--- config.mk ---
export PLATFORM = sky130hd
export DESIGN_NAME = priority_class_admission_gate_core
export DESIGN_NICKNAME = d
export VERILOG_FILES = /design/src/rtl/pcag_pkg.sv /design/src/rtl/priority_class_admission_gate_core.sv /design/src/rtl/pcag_ram.sv
export SDC_FILE = /design/constraint.sdc
export NUM_CORES = 1
export LEC_CHECK = 0
export ABC_AREA = 1
export BUFFER_PORTS_ARGS = -buffer_cell sky130_fd_sc_hd__buf_2
export CAP_MARGIN = 20
export CORE_ASPECT_RATIO = 1.5
export CORE_UTILIZATION = 40
export CTS_BUF_LIST = sky130_fd_sc_hd__clkbuf_8
export DETAILED_ROUTE_END_ITERATION = 16
export SLEW_MARGIN = 20
export SYNTH_ARGS = -nofsm -noshare
export SYNTH_HDL_FRONTEND = slang
export SYNTH_SLANG_ARGS = --single-unit
export TNS_END_PERCENT = 30
--- constraint.sdc ---
create_clock -name clk -period 3.3 [get_ports clk]
set_input_delay 0.165 -clock clk [delete_from_list [all_inputs] [get_ports clk]]
set_output_delay 0.165 -clock clk [all_outputs]
set_load 0.005 [all_outputs]
--- src/rtl/pcag_pkg.sv ---
// shared types and constants for the priority class admission gate
// no dependencies; used by the top level
package pcag_pkg;

  localparam int ENTRIES       = 16;
  localparam int PRIORITY_BITS = 16;
  localparam int IDX_W         = (ENTRIES > 1) ? $clog2(ENTRIES) : 1;
  localparam int CNT_W         = $clog2(ENTRIES + 1);

  // field widths of the stream payloads
  localparam int ENTRY_W = 4;
  localparam int PRIO_W  = 16;
  localparam int MASK_W  = 16;
  localparam int LEVEL_W = 16;
  localparam int RUN_W   = 5;

  // event kinds carried in the input tuser bit
  localparam logic CMD_WAIT   = 1'b0;
  localparam logic CMD_FINISH = 1'b1;

  typedef enum logic [1:0] {
    STAT_IDLE   = 2'd0,
    STAT_WAIT   = 2'd1,
    STAT_ACTIVE = 2'd2,
    STAT_DONE   = 2'd3
  } status_t;

  typedef enum logic [1:0] {
    ST_IDLE,
    ST_SCAN,
    ST_OUT
  } state_t;

endpackage

--- src/rtl/priority_class_admission_gate_core.sv ---
// top level of the priority class admission gate: event sequencer, entry table, level scan
// depends on pcag_pkg and pcag_ram
//
// Each accepted event (wait or finish on one requester entry) is handled by a sequencer
// that walks the entry table once through the level ram read port, one entry per cycle,
// with a single shared magnitude comparator. The walk either finds the lowest waiting level
// together with all entries tied at it, or matches waiting entries against the level already
// granted. After the walk, an event's result is loaded into the output register once the
// output slot is free, and the next event can be taken once that is done. An entry index
// outside the table skips the walk and goes straight to the output state. in_tready is low
// while an event is in progress; the result sits in an output register, so the next event
// is taken while a result waits on out_tready. The level store is not cleared after reset:
// a level is read only for waiting entries, and a wait always writes it first.
module priority_class_admission_gate_core (
  input  logic        clk,
  input  logic        rst_n,
  input  logic        in_tvalid,
  output logic        in_tready,
  input  logic [23:0] in_tdata,   // [3:0] entry, [19:4] priority_req, [23:20] zero
  input  logic        in_tuser,   // [0] command
  output logic        out_tvalid,
  input  logic        out_tready,
  output logic [39:0] out_tdata,  // [15:0] admitted_mask, [31:16] granted_level,
                                  // [36:32] running_count, [39:37] zero
  output logic        out_tuser   // [0] level_valid
);

  import pcag_pkg::*;

  state_t                   state_r, state_nxt;
  status_t                  status_r   [ENTRIES];
  status_t                  status_nxt [ENTRIES];
  logic [PRIORITY_BITS-1:0] cur_level_r, cur_level_nxt;
  logic                     cur_valid_r, cur_valid_nxt;
  logic [CNT_W-1:0]         count_r, count_nxt;

  // scan control and accumulators
  logic [IDX_W:0]           issue_cnt_r, issue_cnt_nxt;
  logic                     proc_vld_r, proc_vld_nxt;
  logic [IDX_W-1:0]         proc_idx_r, proc_idx_nxt;
  logic                     find_min_r, find_min_nxt;
  logic                     found_r, found_nxt;
  logic [PRIORITY_BITS-1:0] best_r, best_nxt;
  logic [ENTRIES-1:0]       mask_r, mask_nxt;
  logic [CNT_W-1:0]         match_cnt_r, match_cnt_nxt;

  // output register
  logic                     out_valid_r, out_valid_nxt;
  logic [MASK_W-1:0]        out_mask_r, out_mask_nxt;
  logic [LEVEL_W-1:0]       out_level_r, out_level_nxt;
  logic                     out_lvalid_r, out_lvalid_nxt;
  logic [RUN_W-1:0]         out_run_r, out_run_nxt;

  // input field unpacking
  logic                     in_cmd;
  logic [ENTRY_W-1:0]       in_entry;
  logic [PRIO_W-1:0]        in_prio;
  logic                     in_xfer;
  logic                     entry_ok;
  logic [IDX_W-1:0]         entry_idx;
  logic [CNT_W-1:0]         count_dec;

  // ram ports
  logic                     ram_we;
  logic [IDX_W-1:0]         ram_raddr;
  logic [PRIORITY_BITS-1:0] ram_rdata;

  // shared comparator
  logic [PRIORITY_BITS-1:0] cmp_ref;
  logic                     cmp_lt, cmp_eq;
  logic                     hit_wait;
  logic [ENTRIES-1:0]       hit_bit;

  // finalize values
  logic                     fin_valid;
  logic [PRIORITY_BITS-1:0] fin_level;
  logic [CNT_W:0]           fin_sum;
  logic [CNT_W-1:0]         fin_count;
  logic                     out_free;

  assign in_cmd    = in_tuser;
  assign in_entry  = in_tdata[3:0];
  assign in_prio   = in_tdata[19:4];
  assign in_tready = (state_r == ST_IDLE);
  assign in_xfer   = in_tvalid && in_tready;
  assign entry_ok  = (32'(in_entry) < ENTRIES);
  assign entry_idx = IDX_W'(in_entry);
  assign count_dec = (count_r != '0) ? count_r - CNT_W'(1) : count_r;
  assign out_free  = !out_valid_r || out_tready;

  // level store, written on a wait event, read by the scan
  assign ram_we    = in_xfer && entry_ok && (in_cmd == CMD_WAIT);
  assign ram_raddr = issue_cnt_r[IDX_W-1:0];

  pcag_ram #(
    .WIDTH (PRIORITY_BITS),
    .DEPTH (ENTRIES)
  ) u_level_ram (
    .clk     (clk),
    .wr_en   (ram_we),
    .wr_addr (entry_idx),
    .wr_data (PRIORITY_BITS'(in_prio)),
    .rd_addr (ram_raddr),
    .rd_data (ram_rdata)
  );

  // shared compare unit against running minimum or granted level
  assign cmp_ref  = find_min_r ? best_r : cur_level_r;
  assign cmp_lt   = (ram_rdata < cmp_ref);
  assign cmp_eq   = (ram_rdata == cmp_ref);
  assign hit_wait = proc_vld_r && (status_r[proc_idx_r] == STAT_WAIT);
  assign hit_bit  = ENTRIES'(1) << proc_idx_r;

  // resulting grant and running count
  assign fin_valid = find_min_r ? found_r : cur_valid_r;
  assign fin_level = find_min_r ? (found_r ? best_r : '0) : cur_level_r;
  assign fin_sum   = {1'b0, count_r} + {1'b0, match_cnt_r};
  assign fin_count = (fin_sum > (CNT_W + 1)'(ENTRIES)) ? CNT_W'(ENTRIES)
                                                       : fin_sum[CNT_W-1:0];

  // sequencer: next state and datapath updates
  always_comb begin
    state_nxt      = state_r;
    status_nxt     = status_r;
    cur_level_nxt  = cur_level_r;
    cur_valid_nxt  = cur_valid_r;
    count_nxt      = count_r;
    issue_cnt_nxt  = issue_cnt_r;
    proc_vld_nxt   = 1'b0;
    proc_idx_nxt   = proc_idx_r;
    find_min_nxt   = find_min_r;
    found_nxt      = found_r;
    best_nxt       = best_r;
    mask_nxt       = mask_r;
    match_cnt_nxt  = match_cnt_r;
    out_valid_nxt  = out_valid_r && !out_tready;
    out_mask_nxt   = out_mask_r;
    out_level_nxt  = out_level_r;
    out_lvalid_nxt = out_lvalid_r;
    out_run_nxt    = out_run_r;

    case (state_r)
      ST_IDLE: begin
        if (in_xfer) begin
          issue_cnt_nxt = '0;
          found_nxt     = 1'b0;
          best_nxt      = '0;
          mask_nxt      = '0;
          match_cnt_nxt = '0;
          find_min_nxt  = 1'b0;
          if (!entry_ok) begin
            state_nxt = ST_OUT;
          end else begin
            state_nxt = ST_SCAN;
            if (in_cmd == CMD_WAIT) begin
              status_nxt[entry_idx] = STAT_WAIT;
              if (count_r == '0) begin
                find_min_nxt = 1'b1;
              end else if (!cur_valid_r) begin
                cur_level_nxt = PRIORITY_BITS'(in_prio);
                cur_valid_nxt = 1'b1;
              end
            end else begin
              status_nxt[entry_idx] = STAT_DONE;
              count_nxt             = count_dec;
              find_min_nxt          = (count_dec == '0);
            end
          end
        end
      end

      ST_SCAN: begin
        // issue one ram read per cycle
        if (issue_cnt_r < (IDX_W + 1)'(ENTRIES)) begin
          issue_cnt_nxt = issue_cnt_r + (IDX_W + 1)'(1);
          proc_vld_nxt  = 1'b1;
          proc_idx_nxt  = issue_cnt_r[IDX_W-1:0];
        end
        // process the entry whose level just came back
        if (hit_wait) begin
          if (find_min_r) begin
            if (!found_r || cmp_lt) begin
              found_nxt     = 1'b1;
              best_nxt      = ram_rdata;
              mask_nxt      = hit_bit;
              match_cnt_nxt = CNT_W'(1);
            end else if (cmp_eq) begin
              mask_nxt      = mask_r | hit_bit;
              match_cnt_nxt = match_cnt_r + CNT_W'(1);
            end
          end else if (cur_valid_r && cmp_eq) begin
            mask_nxt      = mask_r | hit_bit;
            match_cnt_nxt = match_cnt_r + CNT_W'(1);
          end
        end
        if (proc_vld_r && (proc_idx_r == IDX_W'(ENTRIES - 1))) begin
          state_nxt = ST_OUT;
        end
      end

      ST_OUT: begin
        // commit admissions and load the result once the output slot is free
        if (out_free) begin
          for (int i = 0; i < ENTRIES; i++) begin
            if (mask_r[i]) begin
              status_nxt[i] = STAT_ACTIVE;
            end
          end
          cur_valid_nxt  = fin_valid;
          cur_level_nxt  = fin_level;
          count_nxt      = fin_count;
          out_valid_nxt  = 1'b1;
          out_mask_nxt   = MASK_W'(mask_r);
          out_lvalid_nxt = fin_valid;
          out_level_nxt  = fin_valid ? LEVEL_W'(fin_level) : '0;
          out_run_nxt    = RUN_W'(fin_count);
          state_nxt      = ST_IDLE;
        end
      end

      default: begin
        state_nxt = ST_IDLE;
      end
    endcase
  end

  // control registers
  always_ff @(posedge clk) begin
    if (!rst_n) begin
      state_r     <= ST_IDLE;
      cur_level_r <= '0;
      cur_valid_r <= 1'b0;
      count_r     <= '0;
      proc_vld_r  <= 1'b0;
      out_valid_r <= 1'b0;
      for (int i = 0; i < ENTRIES; i++) begin
        status_r[i] <= STAT_IDLE;
      end
    end else begin
      state_r     <= state_nxt;
      cur_level_r <= cur_level_nxt;
      cur_valid_r <= cur_valid_nxt;
      count_r     <= count_nxt;
      proc_vld_r  <= proc_vld_nxt;
      out_valid_r <= out_valid_nxt;
      status_r    <= status_nxt;
    end
  end

  // scan accumulators and output payload
  always_ff @(posedge clk) begin
    issue_cnt_r  <= issue_cnt_nxt;
    proc_idx_r   <= proc_idx_nxt;
    find_min_r   <= find_min_nxt;
    found_r      <= found_nxt;
    best_r       <= best_nxt;
    mask_r       <= mask_nxt;
    match_cnt_r  <= match_cnt_nxt;
    out_mask_r   <= out_mask_nxt;
    out_level_r  <= out_level_nxt;
    out_lvalid_r <= out_lvalid_nxt;
    out_run_r    <= out_run_nxt;
  end

  // output packing
  assign out_tvalid = out_valid_r;
  assign out_tuser  = out_lvalid_r;
  assign out_tdata  = {3'b000, out_run_r, out_level_r, out_mask_r};

  // checks
  a_count_bound: assert property (@(posedge clk) disable iff (!rst_n)
    count_r <= CNT_W'(ENTRIES))
    else $error("active count above table size");

  a_mask_matches_count: assert property (@(posedge clk) disable iff (!rst_n)
    (state_r == ST_OUT) |-> ($countones(mask_r) == 32'(match_cnt_r)))
    else $error("admission mask and match count disagree");

  a_no_level_zero: assert property (@(posedge clk) disable iff (!rst_n)
    (out_tvalid && !out_tuser) |-> (out_tdata[31:16] == '0))
    else $error("granted level nonzero with no level granted");

  a_busy_after_xfer: assert property (@(posedge clk) disable iff (!rst_n)
    (in_tvalid && in_tready) |=> !in_tready)
    else $error("input taken again before event completed");

endmodule

--- src/rtl/pcag_ram.sv ---
// generic single write, single read ram with registered read data
// no dependencies
module pcag_ram #(
  parameter int WIDTH = 16,
  parameter int DEPTH = 16
) (
  input  logic                                      clk,
  input  logic                                      wr_en,
  input  logic [((DEPTH > 1) ? $clog2(DEPTH) : 1)-1:0] wr_addr,
  input  logic [WIDTH-1:0]                          wr_data,
  input  logic [((DEPTH > 1) ? $clog2(DEPTH) : 1)-1:0] rd_addr,
  output logic [WIDTH-1:0]                          rd_data
);

  logic [WIDTH-1:0] mem [DEPTH];

  // write port and registered read port
  always_ff @(posedge clk) begin
    if (wr_en) begin
      mem[wr_addr] <= wr_data;
    end
    rd_data <= mem[rd_addr];
  end

endmodule
# == Yosys cells after proc, flatten, opt, wreduce, memory -nomap -nowiden ==
# Memories as Yosys holds them, arrays and structs flattened. A register that Yosys moved wholly into a read port is not among the register bits.
# Index checks and enable logic that the tools add are counted.
# totals
reg_bits,144
mem_bits_rw,256
input_bits,29
wordCells,214
n_memories,1
# op_classes
addsub,4
magnitude_cmp,6
eq_ne,34
shifts,1
n_mux,82
bitwise,8
reduce_logical,45
# mem_list
memory,depth,word_bits,read_ports,rd_clocked_by_memory_dff,write_ports,line_no,source
u_level_ram.mem,16,16,1,1,1,pcag_ram.sv:15,logic [WIDTH-1:0] mem [DEPTH];
# op_table
operator,count
$mux W16,17
$mux W32,3
$pmux W16 S2,3
$reduce_and A4 Y1,17
$pmux W32 S2,1
$mux W5,12
$ne A2 B2 Y1 const B,25
$mux W2,22
$or A16 B16 Y16,2
$or A32 B32 Y32,1
$pmux W5 S2,3
$and A16 B16 Y16,1
$eq A16 B16 Y1,1
$lt A16 B16 Y1,1
$mux W1,16
$not A16 Y16,1
$shl A1 B4 Y16 const A,1
$reduce_and A5 Y1,3
$add A5 B1 Y5 const B,2
$ge A5 B5 Y1 const B,2
$logic_not A5 Y1,2
$not A4 Y5,2
$bmux W2 S4,1
$demux W2 S4,1
23 further kinds,40

# == Logic depth before layout (Yosys ltp) ==
# depth
ltp_word,10
depth_mapped,20
mapped_depth_nobuf,17

# == Hierarchy ==
# Synthesis repeated with hierarchy kept, for this count alone.
# unflattened
hier_cells,2015
area_unflattened_um2,18895.6
# by_module_without_submodules
module,n_inst,cells_each,area_each_um2
pcag_ram,1,1074,11380.9
priority_class_admission_gate_core,1,941,7514.7

# == Worst setup path after synthesis ==
# OpenSTA, ideal clock, no wires.
# synth_path
path_kind,reg2reg
start,reg find_min_r
end,"reg mask_r[0], enable pin"
arrival_time_ns,2.694
t_required_ns,2.901
path_slack_ns,0.207
stages_incl_launch_ff,15
period_less_slack_ns,3.093
path_cell_list,edfxtp_1 -> buf_2 -> buf_2 -> o21a_1 -> ha_1 -> nand2_1 -> inv_1 -> nand3_1 -> nor2_1 -> inv_1 -> nor2_1 -> nor2_1 -> nand3_1 -> nand3_1 -> nor2_1
# synth_between
elab_chain_len,5
# synth_rtl
item,line_no,source
start: declaration,priority_class_admission_gate_core.sv:41,"logic find_min_r, find_min_nxt;"
start signal: assignment,priority_class_admission_gate_core.sv:254,find_min_r <= find_min_nxt;
$mux W16,priority_class_admission_gate_core.sv:108,assign cmp_ref = find_min_r ? best_r : cur_level_r;
$lt A16 B16 Y1 or $eq A16 B16 Y1 (tied branches),"priority_class_admission_gate_core.sv:109, priority_class_admission_gate_core.sv:110",
$logic_or A1 B1 Y1 or $logic_and A1 B1 Y1 (tied branches),"priority_class_admission_gate_core.sv:182, priority_class_admission_gate_core.sv:191",
$ne A4 B4 Y1 (no line) or $ne A3 B3 Y1 (tied branches),n/a,
$reduce_and A5 Y1 (no line) *,n/a,
end signal: assignment,priority_class_admission_gate_core.sv:257,mask_r <= mask_nxt;
end: declaration,priority_class_admission_gate_core.sv:44,"logic [ENTRIES-1:0] mask_r, mask_nxt;"
# Mark *: on every way between the ends. The rest lies on a longest branch, timed or not.
# A chain may end at the register's enable or synchronous reset.

# == Worst setup path after layout ==
# layout_path
start,reg find_min_r
end,reg match_cnt_r[1] (data pin)
# layout_between
elab_chain_len,7
# layout_rtl
item,line_no,source
$mux W16,priority_class_admission_gate_core.sv:108,
$lt A16 B16 Y1,priority_class_admission_gate_core.sv:109,assign cmp_lt = (ram_rdata < cmp_ref);
$logic_or A1 B1 Y1,priority_class_admission_gate_core.sv:182,if (!found_r || cmp_lt) begin
$mux W5,priority_class_admission_gate_core.sv:182,
$mux W5 *,priority_class_admission_gate_core.sv:181,if (find_min_r) begin
$mux W5 *,priority_class_admission_gate_core.sv:180,if (hit_wait) begin
$pmux W5 S2 *,priority_class_admission_gate_core.sv:142,case (state_r)
end signal: assignment,priority_class_admission_gate_core.sv:258,match_cnt_r <= match_cnt_nxt;
end: declaration,priority_class_admission_gate_core.sv:45,"logic [CNT_W-1:0] match_cnt_r, match_cnt_nxt;"
# Mark *: on every way between the ends. The rest lies on a longest branch, timed or not. The select of a mux whose other input is x is not followed.

==> flow_summary.json <==
{
  "cp.arrival_ns": 3.37,
  "tightest_slew_ns": 0.847,
  "cts_buffers": 58,
  "switching_share": 0.286,
  "internal_power_mw": 8.28,
  "min_path_cells": 4,
  "worst_setup_path_start_kind": "register",
  "reg2reg_depth": 13,
  "synth_edf_count": 342,
  "synth_adder_area_share": 0.0179,
  "highest_layer": "met4",
  "finalCriticalPeriod_ns": 2.88,
  "cts_setup_buffers": 0,
  "routed-wl-met3_um": 1800,
  "ys_types": 46,
  "synth_mux_area_frac": 0.0140,
  "path_max_fanout": 38,
  "totalPowerFinal_mw": 11.6,
  "cts_htree_levels": 2,
  "fin_worst_skew_ns": 0.0521,
  "drc": 0,
  "syn_area_per_cell_sq_um": 10.9,
  "drt-met1-wl_um": 17500,
  "rows": 94,
  "yosys_warnings": 0,
  "synthCells": 1652,
  "num_vias": 12300,
  "cap_violations": 0,
  "worstSetupEndpointType": "register",
  "start_util": 0.408,
  "routed-wl-met2_um": 22100,
  "viasPerCell": 5.18,
  "slew-limit-headroom": 0.434,
  "r2r_setup_slack_ns": 0.42,
  "wl_um": 42700,
  "yosysSeqAreaShare": 0.656,
  "synthSimpleGateAreaFrac": 0.153,
  "hold_path_class": "input port to register",
  "pwr-share-seq": 0.530,
  "synth-seq-cells": 416,
  "r2r_end": "match_cnt_r[1]",
  "synth.cell_area_sq_um": 17900,
  "cts_buffer_depth": 3,
  "design.core.area_sq_um": 44000,
  "dieHeight_um": 261,
  "crit_type": "register to register",
  "p_leak_nw": 7.60,
  "grt_pass1_wl_um": 65700,
  "layout_common_cells": "edfxtp_1, nor2_1, nand2_1",
  "gr-total-overflow": 0,
  "fmax_mhz": 347,
  "first_pass_iters": 7,
  "grt_start_max_net_pins": 133,
  "clock_sinks": 416,
  "grt_setup_unrepaired": "no",
  "hold_path_startpoint": "rst_n",
  "run_status": "finished clean",
  "grt_pass1_vias": 11800,
  "ant_nets": 0,
  "slew_violations": 0,
  "portBuffers": 64,
  "cts_tree": "yes",
  "required_ns": 3.79,
  "cts_root_buf": "clkbuf_8",
  "mostFrequentLayoutCell": "edfxtp_1",
  "dieArea_sq_um": 45700,
  "p_clk_frac": 0.312,
  "antenna_found_initial": 2,
  "setup_tns_ns": 0,
  "setup_viol": 0,
  "dp_hpwl_um": 26400,
  "holdPathEnd": "status_r[6]",
  "area_delta_synth_final_pct": 12.3,
  "synth-xor-area-share": 0.00440,
  "gp_congestion": 0.866,
  "worstSkewPairLatency_ns": 0.65,
  "synth-compound-area-share": 0.101,
  "fin_crit_sh": 0.872,
  "combPwrFrac": 0.158,
  "synthFlopType": "edfxtp_1",
  "ys_async_sr_fraction": 0,
  "ios": 72,
  "final_hold_viol_count": 0,
  "dr.first_iter.drc_count": 891,
  "clk_pin_slew_ns": 0.07,
  "track_usage": 0.187,
  "ir_drop_mv": 0.293,
  "power.net_switching_mw": 3.31,
  "synth_top_family_by_area": "simple AND/OR/NAND/NOR gates",
  "finalNetCount": 1799,
  "die_w_um": 175,
  "p_per_area_nw_per_um2": 576,
  "final_layout_size_suffix_gt1_frac": 0.125,
  "wl_per_cell_um": 18.0,
  "r2r-start": "find_min_r"
}
## synth_stat cells (all sizes together), types with 4 or more instances
master / count / area share
a31oi: 16 / 0.0056
o22ai: 8 / 0.0028
xnor2: 4 / 0.0020
nor3: 9 / 0.0025
inv: 143 / 0.030
o211ai: 14 / 0.0059
buf: 40 / 0.014
nand4: 8 / 0.0028
dfxtp: 74 / 0.083
mux2i: 25 / 0.014
clkbuf: 44 / 0.0093
ha: 24 / 0.017
o21a: 16 / 0.0067
clkinv: 4 / 0.0011
o221ai: 18 / 0.0088
nand3: 71 / 0.020
xor2: 5 / 0.0024
nor2: 288 / 0.067
nand2: 267 / 0.058
a21oi: 58 / 0.017
o32ai: 32 / 0.016
edfxtp: 342 / 0.57
o21ai: 133 / 0.037
## per-layer routing
metal	vias up	global-route usage
met3	89	0.0257
met4	0	0.0771
met5	-	0
li1	5915	-
met1	5967	0.221
met2	308	0.339
## cell type report
cell class	instances	area, sq um
Tap cell	576	721
Clock inverter	46	210
Sequential cell	416	11800
Fill cell	4131	23800
Inverter	147	559
Clock buffer	60	826
Antenna cell	2	5.00
Multi-Input combinational cell	1007	5250
Timing Repair Buffer	115	813
## power groups by stage
| stage | sequential (mW) | clock, mW | combinational (mW) |
|---|---|---|---|
| 2_1_floorplan | 6.18 | 0 | 1.32 |
| 3_3_place_gp | 6.25 | 0 | 1.78 |
| 3_5_place_dp | 6.26 | 0 | 1.82 |
| 4_1_cts | 6.15 | 3.72 | 1.84 |
| 5_1_grt | 6.17 | 3.92 | 2.06 |
| 6_report | 6.15 | 3.61 | 1.83 |
## metrics by stage
step                instance area, sq um  std cells  hold WS, ns  setup slack [ns]   util
floorplan                          17900       1654        0.264             0.207      -
global placement                   18900       2242        0.436             0.579  0.430
detailed placement                 18900       2242        0.447             0.543  0.430
CTS                                20100       2367       0.0543             0.445  0.458
global route                       20100       2369       0.0957             0.170  0.458
finish                             20100       2369        0.102             0.421  0.458
## flip-flops by register name, indices dropped and copies added, names as in the netlist, 2 cells and up
| signal | flops |
|---|---|
| issue_cnt_r | 5 |
| match_cnt_r | 5 |
| out_run_r | 5 |
| out_mask_r | 16 |
| proc_idx_r | 4 |
| out_level_r | 16 |
| u_level_ram.mem | 256 |
| mask_r | 16 |
| state_r | 2 |
| cur_level_r | 16 |
| count_r | 5 |
| u_level_ram.rd_data | 16 |
| best_r | 16 |
| status_r | 32 |
## kinds of logic (layout without fill, tap and decap cells)
kind of cell	count (synthesis)	after routing
buffers and inverters	231	368
AO/OA/AOI/OAI	297	297
multiplexers	25	25
other	1	5
adder cells (fa/ha/maj)	25	25
XOR/XNOR	9	9
flip-flops	416	416
AND/OR/NAND/NOR	648	648
## worst max-delay path by stage
| stage | from | endpoint | slack, ns | depth (start not counted) |
|---|---|---|---|---|
| finish | find_min_r | match_cnt_r[1] | 0.42 | 13 |
| global route | find_min_r | match_cnt_r[1] | 0.17 | 13 |
| CTS | find_min_r | match_cnt_r[1] | 0.45 | 13 |
| detailed placement | find_min_r | match_cnt_r[1] | 0.54 | 13 |
| global placement | find_min_r | match_cnt_r[4] | 0.58 | 13 |
| floorplan | find_min_r | mask_r[0] | 0.21 | 14 |
## what timing repair did
item | in CTS | in global routing
hold buffers | 19 | 0
hold endpoints to repair | 274 | 0
gates resized for setup | 0 | 0
endpoints found under the setup margin | 0 | 0
## worst max-delay path, cell delays in order, from the launching register on
cell and delay (ns):
edfxtp_1 0.41, buf_12 0.19, o21a_1 0.23, ha_1 0.29
nand2_1 0.07, nor2_1 0.25, nand2_1 0.11, nand2_1 0.07
nand2_1 0.06, nand2_1 0.15, nand2_1 0.07, nand2_1 0.43
nand2_1 0.21, nor2_1 0.15
Power figures use the tool's default switching activity.
